===== src/design/ehs_pkg.sv =====
// Package for the edge hash set: shared constants and the command and status
// structs that join the controller and the datapath. No dependencies.
package ehs_pkg;

  localparam int unsigned KEY_W     = 32;
  localparam int unsigned HALF_W    = 16;
  localparam int unsigned MIX_SHIFT = 8;
  localparam int unsigned SLOT_W    = 12;
  localparam int unsigned CFG_W     = 4;
  localparam int unsigned EFF_W     = 5;
  localparam logic [KEY_W-1:0] HASH_MULT = 32'd49157;

  localparam logic REQ_INSERT = 1'b0;
  localparam logic REQ_READ   = 1'b1;

  typedef struct packed {
    logic load;
    logic mix;
    logic mul;
    logic probe_chk;
    logic ins_wr;
    logic slot_rd;
    logic slot_wr;
    logic clr;
  } ehs_cmd_t;

  typedef struct packed {
    logic is_read;
    logic probe_stop;
    logic clr_last;
  } ehs_status_t;

endpackage


===== src/design/ehs_ctrl.sv =====
// Controller for the edge hash set: sequences clearing, hashing, probing and
// slot reads. Depends on ehs_pkg for the command and status structs.
module ehs_ctrl (
  input  logic               clk,
  input  logic               rst_n,
  input  logic               start,
  input  ehs_pkg::ehs_status_t status,
  output ehs_pkg::ehs_cmd_t  cmd,
  output logic               busy
);

  typedef enum logic [3:0] {
    ST_CLEAR, ST_IDLE, ST_MIX, ST_MUL, ST_PROBE_RD, ST_PROBE_CHK,
    ST_INS_WR, ST_SLOT_RD, ST_SLOT_WR
  } state_t;

  state_t state_r, state_nxt;
  logic   busy_r;

  always_comb begin
    state_nxt = state_r;
    cmd       = '0;
    unique case (state_r)
      ST_CLEAR: begin
        cmd.clr = 1'b1;
        if (status.clr_last) begin
          state_nxt = ST_IDLE;
        end
      end
      ST_IDLE: begin
        if (start) begin
          cmd.load  = 1'b1;
          state_nxt = ST_MIX;
        end
      end
      ST_MIX: begin
        if (status.is_read) begin
          state_nxt = ST_SLOT_RD;
        end else begin
          cmd.mix   = 1'b1;
          state_nxt = ST_MUL;
        end
      end
      ST_MUL: begin
        cmd.mul   = 1'b1;
        state_nxt = ST_PROBE_RD;
      end
      ST_PROBE_RD: begin
        state_nxt = ST_PROBE_CHK;
      end
      ST_PROBE_CHK: begin
        cmd.probe_chk = 1'b1;
        state_nxt     = status.probe_stop ? ST_INS_WR : ST_PROBE_RD;
      end
      ST_INS_WR: begin
        cmd.ins_wr = 1'b1;
        state_nxt  = ST_IDLE;
      end
      ST_SLOT_RD: begin
        cmd.slot_rd = 1'b1;
        state_nxt   = ST_SLOT_WR;
      end
      ST_SLOT_WR: begin
        cmd.slot_wr = 1'b1;
        state_nxt   = ST_IDLE;
      end
      default: begin
        state_nxt = ST_IDLE;
      end
    endcase
  end

  always_ff @(posedge clk) begin
    if (!rst_n) begin
      state_r <= ST_CLEAR;
      busy_r  <= 1'b1;
    end else begin
      state_r <= state_nxt;
      busy_r  <= (state_nxt != ST_IDLE);
    end
  end

  assign busy = busy_r;

endmodule


===== config.mk =====
export PLATFORM = sky130hd
export DESIGN_NAME = ehs_ctrl
export DESIGN_NICKNAME = d
export VERILOG_FILES = /design/src/design/ehs_pkg.sv /design/src/design/ehs_ctrl.sv
export SDC_FILE = /design/constraint.sdc
export NUM_CORES = 1
export LEC_CHECK = 0
export ABC_AREA = 1
export BUFFER_PORTS_ARGS = -buffer_cell sky130_fd_sc_hd__buf_4
export CAP_MARGIN = 10
export CORE_AREA = 8 8 45 47
export CTS_CLUSTER_SIZE = 8
export DETAILED_ROUTE_END_ITERATION = 10
export DIE_AREA = 0 0 53 55
export PLACE_DENSITY_LB_ADDON = 0.15
export SLEW_MARGIN = 20
export SYNTH_ARGS = -nofsm -noshare
export SYNTH_HDL_FRONTEND = slang
export SYNTH_SLANG_ARGS = --single-unit
export TNS_END_PERCENT = 1

===== constraint.sdc =====
create_clock -name clk -period 1.1 [get_ports clk]
set_input_delay 0 -clock clk [delete_from_list [all_inputs] [get_ports clk]]
set_output_delay 0 -clock clk [all_outputs]
set_load 0.01 [all_outputs]

==> results.json <==
{
  "criticalPathCategory": "flop to output port",
  "power.share.switching_pct": 35.2,
  "worstMarginPinSlew_ns": 0.229,
  "detailed_place_hpwl_um": 743,
  "fin_setup_tns_ns": -0.0314,
  "clock-skew-final_ns": 0.00252,
  "cts-buffers-inserted": 3,
  "share_of_cells_above_drive_strength_1_pct": 53.3,
  "htreeDepth": 1,
  "cellInternalPower_uw": 462,
  "clock_transition_at_the_registers_of_the_reported_paths_ns": 0.04,
  "floorplan.initialDensity_pct": 24.0,
  "timing.critical_path.from_type": "flop",
  "cts.root.buffer_cell": "clkbuf_4",
  "outcome": "finished, violations left",
  "gp_routability_congestion": 0.796,
  "hold_path.class": "input port to flop",
  "clkLatencyLatePin_ns": 0.24,
  "antenna-diode-count": 0,
  "m1_gr_usage_pct": 5.33,
  "rows": 14,
  "switching_component_of_the_power_uw": 251,
  "power.share.clock_pct": 29.1,
  "synth.yosys.warnings": 0,
  "max-slew-margin-rel_pct": 84.6,
  "detail_route.wl_per_cell_um": 9.87,
  "ff_latch_area_sq_um": 115,
  "min_period_over_period_pct": 103,
  "cells_after_dpl": 86,
  "fin_util_pct": 41.0,
  "vias": 383,
  "fin_worst_hold_slack_ns": 0.0990,
  "drt-total-wl_um": 898,
  "timing.fmax_mhz": 884,
  "setup_slack_ns": -0.0314,
  "timing.critical_path.arrival_ns": 1.13,
  "leakagePower_nw": 0.312,
  "syn-num-nets": 60,
  "detail-route-antenna-nets": 0,
  "synth_largest_area_cell": "dfxtp_1",
  "syn_avg_cell_area_sq_um": 6.14,
  "netlist-cell-type-count": 16,
  "worst_path_max_delay_cell": "dfxtp_4",
  "tritoncts": "yes",
  "gr-max-usage-layer": "met2",
  "first_global_vias": 368,
  "chipWidth_um": 53,
  "coreArea_sq_um": 1380,
  "violations": "negative setup slack",
  "report.final.setup_viol": 1,
  "finalPower_uw": 713,
  "r2r_end": "busy$_SDFF_PN1_",
  "grt_setup_unrepaired": "yes",
  "layout.nets": 82,
  "clock_sink_count": 5,
  "grt_start_max_net_pins": 7,
  "pwr-share-comb_pct": 37.1,
  "synth_top_cell_area_share_pct": 30.2,
  "dpl_worst_slack_ns": -0.00719,
  "multi_input_comb_area_sq_um": 215,
  "drt_first_iter_violations": 3,
  "final.fill_count": 148,
  "worst_setup_path_startpoint": "state_r[1]$_SDFF_PN0_",
  "grt_antenna_before_repair": 0,
  "dieHeight_um": 55,
  "dieArea_sq_um": 2920,
  "power-per-cell-area_nw_per_um2": 1260,
  "detailedRoute.firstPassIterationCount": 4,
  "numPortBuffers": 14,
  "finalHoldViolations": 0,
  "route.detailed.vias_per_inst": 4.21,
  "cells_along_the_critical_path": "inv_2, buf_4, nor3_4, buf_6",
  "final-instance-count-excl-fill": 91,
  "ff2ff_setup_slack_ns": 0.06,
  "worst_vdd_rail_ir_drop_mv": 0.604,
  "regToRegStartpoint": "state_r[2]$_SDFF_PN0_",
  "max_cap_violations": 0,
  "worst-r2r-cell-count": 6,
  "critical_path.endpoint": "cmd[2]",
  "number_of_placed_i_o_pins": 15,
  "biggest_area_contributors_in_the_synthesized_netlist": "dfxtp_1 (30%), inv_1 (11%), nand3_1 (11%)",
  "slew_viol_final": 0,
  "finalWorstPathRequiredPeriod_ns": 1.13,
  "mappedNetlistArea_sq_um": 332,
  "gr-usage-all-layers_pct": 6.07,
  "crit_path_max_incr_delay_ns": 0.38,
  "post_dp_cell_area_sq_um": 472,
  "power.sequential.fraction_pct": 33.8,
  "cp_data_required_time_ns": 1.10,
  "synth_seq_area_share_pct": 30.2,
  "holdCritStartpoint": "status[2]",
  "summed_area_of_non_filler_cells_in_the_final_layout_sq_um": 567,
  "drcViolationCount": 0,
  "postSynthCellCount": 54,
  "clock_tree.buffer_depth": 2,
  "global_route_overflow": 0,
  "growth_of_design_area_from_synthesis_to_finish_pct": 70.9,
  "grt_util_met3_pct": 4.81,
  "synth_seq_cells": 5,
  "critPathMaxFanout": 5,
  "globalRouteMet2Util_pct": 10.7,
  "critPathCaptureType": "output port",
  "wire_length_of_the_first_global_routing_pass_um": 1300
}
-- worst max-delay path: cells and delay by family (launching register included) --
kind          cells  cell delay [ns]
flops             1             0.38
buf+inv           3             0.32
simple gates      1             0.20
-- flip-flops by register name, summed over array words and instances, names as in the netlist --
name and flops:
state_r 4, busy 1
-- cell usage in the layout (no fill, tap or decap) --
master         instances
a31oi_1                1
inv_1                  9
nor2_4                 3
clkbuf_4               3
nor3_2                 2
nand2_1                8
a21oi_1                1
dlygate4sd3_1          1
o21ai_1                1
nand3_2                1
nor2_1                 4
nand4_1                1
dfxtp_1                1
nor2_2                 4
dfxtp_4                4
clkbuf_1               1
nand2_2                1
nor3_4                 1
nand3_1                6
nor4_1                 1
inv_2                  5
buf_6                  2
buf_4                 14
-- metal layers --
layer / share of wire, % / routed length [um]
met1: 39 / 353
met2: 52 / 463
met3: 9.0 / 81
met4: 0 / 0
met5: 0 / 0
-- cell type report --
| class | count | area share (%) |
|---|---|---|
| tap | 16 | 3.53 |
| inverter | 14 | 9.27 |
| multi-input combinational | 35 | 38.0 |
| timing repair buffer | 17 | 24.3 |
| clock buffer | 4 | 4.64 |
| sequential | 5 | 20.3 |
-- power by group through the flow --
stage          Sequential [mW]  Combinational, mW  Clock [mW]
6_report                 0.241              0.265       0.208
5_1_grt                  0.245              0.297       0.240
4_1_cts                  0.235              0.255       0.214
3_5_place_dp             0.232              0.242           0
3_3_place_gp             0.232              0.244           0
2_1_floorplan            0.234              0.143           0
-- cell usage after synthesis --
| cell | instances |
|---|---|
| nand2_1 | 8 |
| nand3_1 | 7 |
| nand2_2 | 1 |
| nor2_1 | 6 |
| nand4_1 | 1 |
| nor3_2 | 1 |
| a31oi_1 | 1 |
| inv_2 | 4 |
| nor4_1 | 1 |
| nor3_1 | 2 |
| o21ai_1 | 1 |
| dfxtp_1 | 5 |
| a21oi_1 | 1 |
| nor2_4 | 1 |
| inv_1 | 10 |
| nor2_2 | 4 |
-- how the worst min path moves through the flow --
| stage | cells after the start | endpoint |
|---|---|---|
| 2_1_floorplan | 1 | cmd[6] |
| 3_3_place_gp | 3 | state_r[1]$_SDFF_PN0_ |
| 3_5_place_dp | 3 | state_r[1]$_SDFF_PN0_ |
| 4_1_cts | 3 | state_r[2]$_SDFF_PN0_ |
| 5_1_grt | 3 | state_r[2]$_SDFF_PN0_ |
| 6_report | 3 | state_r[2]$_SDFF_PN0_ |
-- kinds of logic after synthesis --
kind of cell	Yosys count	synth area share (%)
flip-flops	5	30.2
buffers and inverters	14	15.8
AO/OA/AOI/OAI	3	4.90
AND/OR/NAND/NOR	32	49.1
-- timing repair --
action                                  CTS  global route
endpoints found under the setup margin    8             7
endpoints found under the hold margin     2             0
resized for setup                        10             9
hold buffers                              1             0
setup buffers                             0             0
pin swaps                                 1             3
Power figures use the tool's default switching activity.
